File: config.mk
export PLATFORM = sky130hd
export DESIGN_NAME = tmse_ctrl
export DESIGN_NICKNAME = d
export VERILOG_FILES = /design/src/sv/tmse_pkg.sv /design/src/sv/tmse_ctrl.sv
export SDC_FILE = /design/constraint.sdc
export NUM_CORES = 1
export LEC_CHECK = 0
export CORE_AREA = 3 3 40 42
export CTS_CLUSTER_DIAMETER = 60
export CTS_CLUSTER_SIZE = 20
export DETAILED_ROUTE_END_ITERATION = 8
export DIE_AREA = 0 0 43 45
export DONT_BUFFER_PORTS = 1
export GPL_ROUTABILITY_DRIVEN = 0
export SYNTH_ARGS = -nofsm -noshare
export SYNTH_HDL_FRONTEND = slang
export SYNTH_SLANG_ARGS = --single-unit
File: constraint.sdc
create_clock -name clk -period 2.85 [get_ports clk]
set_input_delay 0.1425 -clock clk [delete_from_list [all_inputs] [get_ports clk]]
set_output_delay 0.1425 -clock clk [all_outputs]
set_load 0.1 [all_outputs]
File: src/sv/tmse_pkg.sv
package tmse_pkg;

  // Fixed geometry of the machine
  localparam int STATE_COUNT   = 32;
  localparam int TAPE_CELLS    = 4096;
  localparam int OPS_PER_RULE  = 4;
  localparam int STATE_W       = 5;
  localparam int SYM_W         = 8;
  localparam int POS_W         = 12;
  localparam int OPS_W         = 40;
  localparam int SLOT_W        = 10;
  localparam int STEP_W        = 32;
  localparam int TAPE_AW       = $clog2(TAPE_CELLS);
  localparam int RULE_AW       = STATE_W + SYM_W;
  localparam int RULE_DEPTH    = STATE_COUNT * (2 ** SYM_W);
  localparam int SLOT_IDX_W    = (OPS_PER_RULE > 1) ? $clog2(OPS_PER_RULE) : 1;
  localparam int BODY_W        = OPS_W + STATE_W;
  localparam int CFG_IDX_W     = 1;
  localparam int CFG_DATA_W    = 32;

  localparam logic [SYM_W-1:0]  SYM_BLANK      = 8'd126;
  localparam logic [SYM_W-1:0]  SYM_ANY        = 8'd42;
  localparam logic [STEP_W-1:0] MAX_STEPS_RST  = 32'd1000;

  localparam logic [CFG_IDX_W-1:0] CFG_START_STATE = 1'b0;
  localparam logic [CFG_IDX_W-1:0] CFG_MAX_STEPS   = 1'b1;

  typedef enum logic [1:0] {
    OP_RULE_WR = 2'd0,
    OP_CELL_WR = 2'd1,
    OP_STEP    = 2'd2,
    OP_CELL_RD = 2'd3
  } op_t;

  typedef enum logic [2:0] {
    ST_DONE    = 3'd0,
    ST_STEPPED = 3'd1,
    ST_NO_RULE = 3'd2,
    ST_LIMIT   = 3'd3,
    ST_CLAMPED = 3'd4
  } status_t;

  typedef enum logic [1:0] {
    K_NONE  = 2'd0,
    K_LEFT  = 2'd1,
    K_RIGHT = 2'd2,
    K_PRINT = 2'd3
  } kind_t;

  // Commands from controller to datapath
  typedef struct packed {
    logic    clr_wr;
    logic    ld_item;
    logic    rule_wr;
    logic    cell_wr;
    logic    trd_head;
    logic    trd_cell;
    logic    rrd_sym;
    logic    rrd_any;
    logic    body_ld;
    logic    op_apply;
    logic    commit;
    logic    st_set;
    status_t st_code;
  } cmd_t;

  // Status from datapath to controller
  typedef struct packed {
    logic clr_last;
    op_t  op;
    logic limit_hit;
    logic rule_hit;
    logic op_last;
  } sts_t;

endpackage

File: src/sv/tmse_ctrl.sv
module tmse_ctrl (
  input  logic           clk,
  input  logic           rst_n,
  input  logic           start,
  output logic           busy,
  output logic           out_valid,
  input  tmse_pkg::sts_t sts,
  output tmse_pkg::cmd_t cmd
);
  import tmse_pkg::*;

  typedef enum logic [3:0] {
    S_CLEAR, S_IDLE, S_EXEC, S_SYM, S_RCHK1, S_RCHK2, S_OPS, S_HRD, S_WAIT
  } state_t;

  state_t state_r, state_nxt;

  // Sequence the request through the datapath
  always_comb begin
    state_nxt = state_r;
    cmd       = '0;
    cmd.st_code = ST_DONE;
    case (state_r)
      S_CLEAR: begin
        cmd.clr_wr = 1'b1;
        if (sts.clr_last) state_nxt = S_IDLE;
      end
      S_IDLE: begin
        if (start) begin
          cmd.ld_item = 1'b1;
          state_nxt   = S_EXEC;
        end
      end
      S_EXEC: begin
        case (sts.op)
          OP_RULE_WR: begin
            cmd.rule_wr = 1'b1;
            state_nxt   = S_HRD;
          end
          OP_CELL_WR: begin
            cmd.cell_wr = 1'b1;
            state_nxt   = S_HRD;
          end
          OP_CELL_RD: begin
            cmd.trd_cell = 1'b1;
            state_nxt    = S_WAIT;
          end
          default: begin
            if (sts.limit_hit) begin
              cmd.st_set  = 1'b1;
              cmd.st_code = ST_LIMIT;
              state_nxt   = S_HRD;
            end else begin
              cmd.trd_head = 1'b1;
              state_nxt    = S_SYM;
            end
          end
        endcase
      end
      S_SYM: begin
        cmd.rrd_sym = 1'b1;
        state_nxt   = S_RCHK1;
      end
      S_RCHK1: begin
        if (sts.rule_hit) begin
          cmd.body_ld = 1'b1;
          state_nxt   = S_OPS;
        end else begin
          cmd.rrd_any = 1'b1;
          state_nxt   = S_RCHK2;
        end
      end
      S_RCHK2: begin
        if (sts.rule_hit) begin
          cmd.body_ld = 1'b1;
          state_nxt   = S_OPS;
        end else begin
          cmd.st_set  = 1'b1;
          cmd.st_code = ST_NO_RULE;
          state_nxt   = S_HRD;
        end
      end
      S_OPS: begin
        cmd.op_apply = 1'b1;
        if (sts.op_last) begin
          cmd.commit = 1'b1;
          state_nxt  = S_HRD;
        end
      end
      S_HRD: begin
        cmd.trd_head = 1'b1;
        state_nxt    = S_WAIT;
      end
      S_WAIT: begin
        state_nxt = S_IDLE;
      end
      default: state_nxt = S_IDLE;
    endcase
  end

  always_ff @(posedge clk) begin
    if (!rst_n) begin
      state_r <= S_CLEAR;
    end else begin
      state_r <= state_nxt;
    end
  end

  assign busy      = (state_r != S_IDLE);
  assign out_valid = (state_r == S_WAIT);

`ifndef SYNTHESIS
  a_strobe_one: assert property (@(posedge clk) disable iff (!rst_n)
    out_valid |=> !out_valid) else $error("result strobe longer than one cycle");
  a_accept_busy: assert property (@(posedge clk) disable iff (!rst_n)
    (start && !busy) |=> busy) else $error("accepted request did not raise busy");
  a_strobe_busy: assert property (@(posedge clk) disable iff (!rst_n)
    out_valid |-> busy) else $error("result while idle");
  a_no_dual_rule: assert property (@(posedge clk) disable iff (!rst_n)
    !(cmd.rule_wr && cmd.clr_wr)) else $error("rule write during clear");
`endif

endmodule
# Yosys cells after proc, flatten, opt, wreduce, memory -nomap -nowiden
# Cells that the tools add are included.
[classes] eq_ne=14 n_reduce_logical=6 n_mux=30
[op_table] op="one-hot mux 4 bit (8 select lines)" count=1
[op_table] op="two-way mux 4 bit" count=6
[op_table] op="== test 4 x 3 -> 1 bit, second input constant" count=4
[op_table] op="two-way mux 1 bit" count=16
[op_table] op="one-hot mux 4 bit (2 select lines)" count=2
[op_table] op="== test 4 x 2 -> 1 bit, second input constant" count=2
[op_table] op="two-way mux 2 bit" count=3
[op_table] op="inequality test 2 bit, second input constant" count=3
[op_table] op="== test 4 x 1 -> 1 bit, second input constant" count=1
[op_table] op="== test 4 bit, second input constant" count=1
[op_table] op="zero test 4 bit" count=1
[op_table] op="inequality test 4 x 1 -> 1 bit, second input constant" count=1
[op_table] op="OR reduction 2 bit" count=2
[op_table] op="two-way mux 3 bit" count=1
[op_table] op="AND reduction 3 bit" count=1
[op_table] op="OR reduction 3 bit" count=1
[op_table] op="== test 2 x 1 -> 1 bit, second input constant" count=1
[op_table] op="== test 2 bit, second input constant" count=1
[op_table] op="zero test 2 bit" count=1
[op_table] op="one-hot mux 1 bit (2 select lines)" count=1
[word_totals] wordCells=51 ff_bits=4 inputBits=9 out_inout_bits=17

# Longest topological paths before layout
# Gate-level depths: netlist of the first run.
[depth] ltp_word=4 mapped_depth=6 mapped_depth_nobuf=4

# Worst setup path before layout of the first run
# No wires, ideal clock.
[synth_timing] path_type="register to output" start="register state_r[3]" end="output cmd[3] in the netlist's numbering" path_slack_ns=-0.718 required_time_ns=2.707 arrival_time_ns=3.426 path_buffers=2 stages_incl_launch_ff=6 cell_sequence="dfxtp_1 -> buf_2 -> nor2_4 -> nand3b_1 -> o21ai_0 -> buf_4"
[synth_lines] element="start, declared" line_no="tmse_ctrl.sv:16" rtl="state_t state_r, state_nxt;"
[synth_lines] element="start signal, assigned" line_no="tmse_ctrl.sv:105" rtl="state_r <= state_nxt;"
[synth_lines] element="end, declared" line_no="tmse_ctrl.sv:8" rtl="output tmse_pkg::cmd_t cmd"

# Worst setup path in the final report of the first run
[layout_timing] start="register state_r[1]" end="output cmd[3] in the netlist's numbering"
[layout_via] elab_chain_cells=2
[layout_lines] element="== test 4 x 3 -> 1 bit or == test 4 x 2 -> 1 bit (tied branches)" line_no="tmse_ctrl.sv:23" rtl="case (state_r)"
[layout_lines] element="one-hot mux 4 bit (2 select lines) (*)" line_no="tmse_ctrl.sv:23"
# Every way passes the cells marked *; elsewhere a longest branch is shown, timed or not.

==> results.txt, run 1 <==
TritonCTS clock tree: built
row cnt: 13
Clock Sinks: 4
CP Class: register to output port
Max Freq: 469 MHz
synthesized area: 434 um2
Slowest cell on crit path: dfxtp_1
filler cell count: 124
asr flop ratio synth: 0%
met1 usage: 16.8%
global-route met3 utilization: 6.37%
CP Launch Type: register
Area growth, synth to finish: 46.4%
worst vdd ir: 0.000174 V
total core area: 1280 um2
Top reg by flops: state_r
final core utilization: 49.5%
Wirelength per Cell: 13.3 um
Final Worst Setup Slack: 0.719 ns
first-pass GRT wire length: 1.88 mm
Mapped Cells: 58
CTS resizes: 0
pre-CTS WS: 0.975 ns
biggest regs: state_r (4)
syn avg cell area: 7.49 um2
R2R Setup Slk: 1.43 ns
synth unique cells: 32
TNS Setup: 0 ns
critical path cell sequence: nand2b_4, nor2_2, nand4b_1, o21ai_4, buf_4
Critical Path Fanout Max: 11
final hold vios: 0
number of flip-flops in the largest register: 4
Worst-Margin Slew: 0.892 ns
initial antenna violation count: 0
Pleak: 0.276 nW
CP endpoint kind: output port
hpwl dp: 876 um
Crit path max-delay family: flip-flops
Clock Skews: 0.000707 ns
power per cell area: 342 nW/um2
syn_nets: 67
largest net degree at the start of global routing: 15
clock slew at reported path FFs: 0.04 ns
Nets: 80
RSZ-0062 raised after global routing: no
Setup-failing EPs final: 0
Seq cells post-synth: 4
fraction of layout cells with a size suffix above 1: 46.4%
initial DRC count: 7
slew margin rel.: 40.4%
Most used DFF post-synth: dfxtp_1
vias in the first global route: 409
GR peak layer: met2
Total GRT Usage: 12.7%
Worst Path Buf+Inv: 1
Pwr Total: 217 uW
Hold Path Class: input pin to register
Slew Viols, Final: 0
Post-synth EDFFs: 0
n_diodes: 0
final wirelength: 1.12 mm
maximum root-to-sink buffer count: 2
Die Wd: 43 um
post-CTS setup buffer count: 0
I/O pin count: 26
number of H-tree levels: 1
status: finished, final reports clean
Buffers on Ports: 0
total CTS buffers: 3
Die ar.: 1940 um2
via/cell ratio: 5.40
Ys Warns: 0
Die Ht: 45 um
maxcap violations: 0
GR Util met2: 18.6%
Final period util: 74.8%
Starting Density: 33.8%
CP max stage delay: 0.64 ns
WP data arrival: 1.99 ns
Seq/Total Area, Yosys: 18.4%
cts hold-fix bufs: 0
ANT nets after route: 0
drt pass-1 iters: 4
clk root buf: clkbuf_4
Req. time, crit path: 2.71 ns
vias: 454
Post-route DRC: 0
clk_lat worst skew: 0.24 ns
total congestion overflow: 0
min Tclk post-route: 2.13 ns
==> layer usage <==
| layer | wire [um] | up-vias | share of wire, % |
|---|---|---|---|
| met1 | 467 | 215 | 42 |
| met4 | 0 | 0 | 0 |
| li1 | - | 225 | - |
| met3 | 75 | 0 | 6.7 |
| met2 | 578 | 14 | 52 |
| met5 | 0 | - | 0 |
==> report_power, final <==
part	internal, mW	total, mW	switching (mW)
Combinational	0.0211	0.0783	0.0572
Sequential	0.0582	0.0648	0.00663
Clock	0.0474	0.0744	0.0270
==> synth_stat cells, drive strengths merged (3+ instances only) <==
library cell / count / area [um2]
dfxtp: 4 / 80.1
nand2: 4 / 15.0
a31oi: 3 / 18.8
buf: 6 / 47.5
o21ai: 4 / 20.0
nor3: 4 / 20.0
nor2: 7 / 36.3
inv: 3 / 11.3
nor3b: 3 / 32.5
==> path summary, 6_finish.rpt <==
kind	startpoint	to	depth (start not counted)
hold / removal	rst_n	state_r[1]	2
setup reg to reg	state_r[1]	state_r[2]	4
hold reg to reg	state_r[3]	state_r[0]	2
setup / recovery	state_r[1]	cmd[3]	5
==> layout make-up <==
class                      count  area [um2]  share of cell area, %
timing repair buffer          14         140                   22.0
clock buffer                   3        22.5                   3.54
sequential                     4        80.1                   12.6
multi-input combinational     45         363                   57.1
tap                           15        18.8                   2.95
inverter                       3        11.3                   1.77
==> cell usage in the layout (no fill, tap or decap) <==
| cell | Yosys | layout |
|---|---|---|
| a21o_1 | 1 | 1 |
| o21ai_1 | 1 | 1 |
| nor3b_4 | 0 | 3 |
| buf_4 | 2 | 12 |
| nor3_2 | 0 | 2 |
| and3_1 | 2 | 2 |
| and2_1 | 1 | 1 |
| o21ai_0 | 3 | 2 |
| nor2_2 | 1 | 3 |
| a21boi_0 | 1 | 1 |
| clkbuf_16 | 0 | 2 |
| a21boi_1 | 1 | 1 |
| o22ai_2 | 0 | 1 |
| inv_1 | 3 | 3 |
| nand3b_1 | 2 | 2 |
| and4b_1 | 1 | 1 |
| or2_4 | 2 | 2 |
| nand3_1 | 1 | 1 |
| o31ai_1 | 1 | 1 |
| nor2_4 | 1 | 1 |
| nand4b_1 | 1 | 1 |
| a31oi_1 | 3 | 3 |
| nor3_1 | 4 | 1 |
| o211ai_1 | 1 | 1 |
| clkbuf_4 | 0 | 3 |
| o21ai_4 | 0 | 1 |
| nor2_1 | 5 | 3 |
| nand2b_4 | 1 | 1 |
| nand2_1 | 4 | 4 |
| conb_1 | 1 | 1 |
| a211o_1 | 1 | 1 |
| a211oi_1 | 1 | 1 |
| dfxtp_1 | 4 | 4 |
| nor3_4 | 0 | 1 |
==> through the flow <==
step | hold WS (ns) | cells | instance area, um2
after detailed placement | 0.306 | 81 | 613
final | 0.0615 | 84 | 636
after global routing | 0.0556 | 84 | 636
after CTS | 0.0556 | 84 | 636
after floorplan | 0.288 | 58 | 450
after global placement | 0.305 | 81 | 613
==> cell families after synthesis <==
kind of cell           count (synthesis)  synth area share, %
and+or+nand+nor                       29                 44.4
AOI/OAI and AO/OA                     15                 22.8
buffers and inverters                  9                 13.5
DFF                                    4                 18.4
other                                  1                0.864
Power figures use the tool's default switching activity.
==> run 2: changes to the inputs <==
clock period = 2.2 ns   (was 2.85 ns; I/O delays follow)
==> run 2 against run 1 <==
  * Via count shrank 0.66%
  * Sequential share of layout area decreased by 0.52 points
  * Flip-flop and latch count unchanged
  * Clock skew about the same
  * Sequential power up 26%
  * Wire length is 1.3% lower
  * Global-route usage grew 0.19 points
  * Clock-buffer cell count stayed put
  * Register-to-register slack worse by 0.56 ns
  * Clock power rose by 27%
  * Non-clock buffer count rose by 3
  * Critical path type unchanged
  * Critical endpoint is now cmd[11]
==> results.txt, run 2 (synthesis results as in run 1) <==
number of flip-flops in the largest register: 4 (unchanged)
total congestion overflow: 0 (unchanged)
CP dominant cell by count: or2_4
total CTS buffers: 3 (unchanged)
final wirelength: 1.11 mm (-1.3%)
clk root buf: clkbuf_4
Clock Sinks: 4 (unchanged)
Finished Cell Area: 663 um2 (+4.3%)
Req. time, crit path: 2.09 ns (-0.62 ns)
Buffers on Ports: 0 (unchanged)
Hold Path Class: input pin to register
Area growth, synth to finish: 52.7%
Slew Viols, Final: 0 (unchanged)
Nets: 83 (+3.8%)
CP endpoint kind: output port
number of H-tree levels: 1 (unchanged)
most frequent cells in the layout: 15 x buf_4, 4 x nand2_1, 4 x dfxtp_1
final hold vios: 0 (unchanged)
Clock Skews: 0.000297 ns (-0.000410 ns)
placed insts: 84 (+3.7%)
worst vdd ir: 0.000357 V (+110%)
biggest regs: state_r (4)
total core area: 1280 um2 (unchanged)
Area after DPL: 641 um2 (+4.5%)
CP max stage delay: 0.42 ns (-0.22 ns)
Slowest cell on crit path: dfxtp_1
maximum root-to-sink buffer count: 2 (unchanged)
power per cell area: 420 nW/um2 (+23%)
fraction of layout cells with a size suffix above 1: 50.0% (+3.6 points)
TNS Setup: 0 ns (unchanged)
first-pass GRT wire length: 1.94 mm (+3.3%)
final core utilization: 51.6% (+2.1 points)
RSZ-0062 raised after global routing: no
maxcap violations: 0 (unchanged)
WP data arrival: 1.72 ns (-0.27 ns)
I/O pin count: 26 (unchanged)
Wirelength per Cell: 12.7 um (-4.7%)
TritonCTS clock tree: built
Die Wd: 43 um (unchanged)
min Tclk post-route: 1.83 ns
CP Launch Type: register
most common cell after layout, fill and taps aside: buf_4
largest net degree at the start of global routing: 14 (-1)
row cnt: 13 (unchanged)
initial DRC count: 7 (unchanged)
Setup-failing EPs final: 0 (unchanged)
CTS resizes: 0 (unchanged)
n_diodes: 0 (unchanged)
critical path cell sequence: or2_4, or2_4, nor3b_4, buf_4
Max Freq: 546 MHz
Pwr Total: 278 uW (+28%)
Die ar.: 1940 um2 (unchanged)
vias in the first global route: 443 (+8.3%)
Top reg by flops: state_r
via/cell ratio: 5.18 (-4.1%)
CP Class: register to output port
clk_lat worst skew: 0.24 ns (about the same)
post-CTS setup buffer count: 0 (unchanged)
hpwl dp: 872 um (-0.42%)
initial antenna violation count: 0 (unchanged)
vias: 451 (-0.66%)
cts hold-fix bufs: 0 (unchanged)
clock slew at reported path FFs: 0.04 ns (about the same)
ANT nets after route: 0 (unchanged)
Final period util: 83.3%
Starting Density: 33.8% (unchanged)
Final Worst Setup Slack: 0.367 ns (-0.352 ns)
hold slack: 0.0197 ns (-0.0418 ns)
Pleak: 0.284 nW (+3.1%)
drt pass-1 iters: 3 (-1)
Die Ht: 45 um (unchanged)
status: finished, final reports clean
filler cell count: 132 (+6.5%)
Total GRT Usage: 12.9% (+0.19 points)
Non-Filler Instances: 87 (+3.6%)
Post-route DRC: 0 (unchanged)
Critical Path Fanout Max: 10 (-1)
pre-CTS WS: 0.607 ns (-0.368 ns)
run 2: cell types whose count changed in the layout (fill, tap and decap cells not counted), sizes merged:
cell,previous run,this run
buf,12,17
clkbuf,5,3
run 2: worst paths after layout:
| path | cells past startpoint | to | slack [ns] | start |
|---|---|---|---|---|
| worst max-delay path | 4 | cmd[11] | 0.37 | state_r[0] |
| worst min-delay path | 2 | state_r[1] | 0.02 | rst_n |
| worst max register to register | 4 | state_r[2] | 0.87 | state_r[3] |
| worst min register to register | 4 | state_r[1] | 0.69 | state_r[1] |
run 2: layout make-up:
type / count / area [um2] / share of cell area [%]
multi-input cells: 45 / 378 / 57.0
clock buffers: 3 / 22.5 / 3.40
repair buffers: 17 / 153 / 23.0
well taps: 15 / 18.8 / 2.83
flip-flops and latches: 4 / 80.1 / 12.1
inverters: 3 / 11.3 / 1.70
run 2: worst max-delay path: cells and delay by family (launching register included):
family	cells	cell delay, ns
and+or+nand+nor	3	0.76
buffers and inverters	1	0.31
DFF	1	0.42
run 2: power breakdown:
| part | total (mW) | internal [mW] | switching (mW) |
|---|---|---|---|
| Sequential | 0.0819 | 0.0754 | 0.00651 |
| Clock | 0.0945 | 0.0612 | 0.0333 |
| Combinational | 0.102 | 0.0246 | 0.0774 |
run 2: per-layer routing:
metal  GRT usage [%]  share of wire (%)
met4            1.81                  0
met5               0                  0
met1            15.5                 43
met3            5.58                6.9
met2            22.2                 50
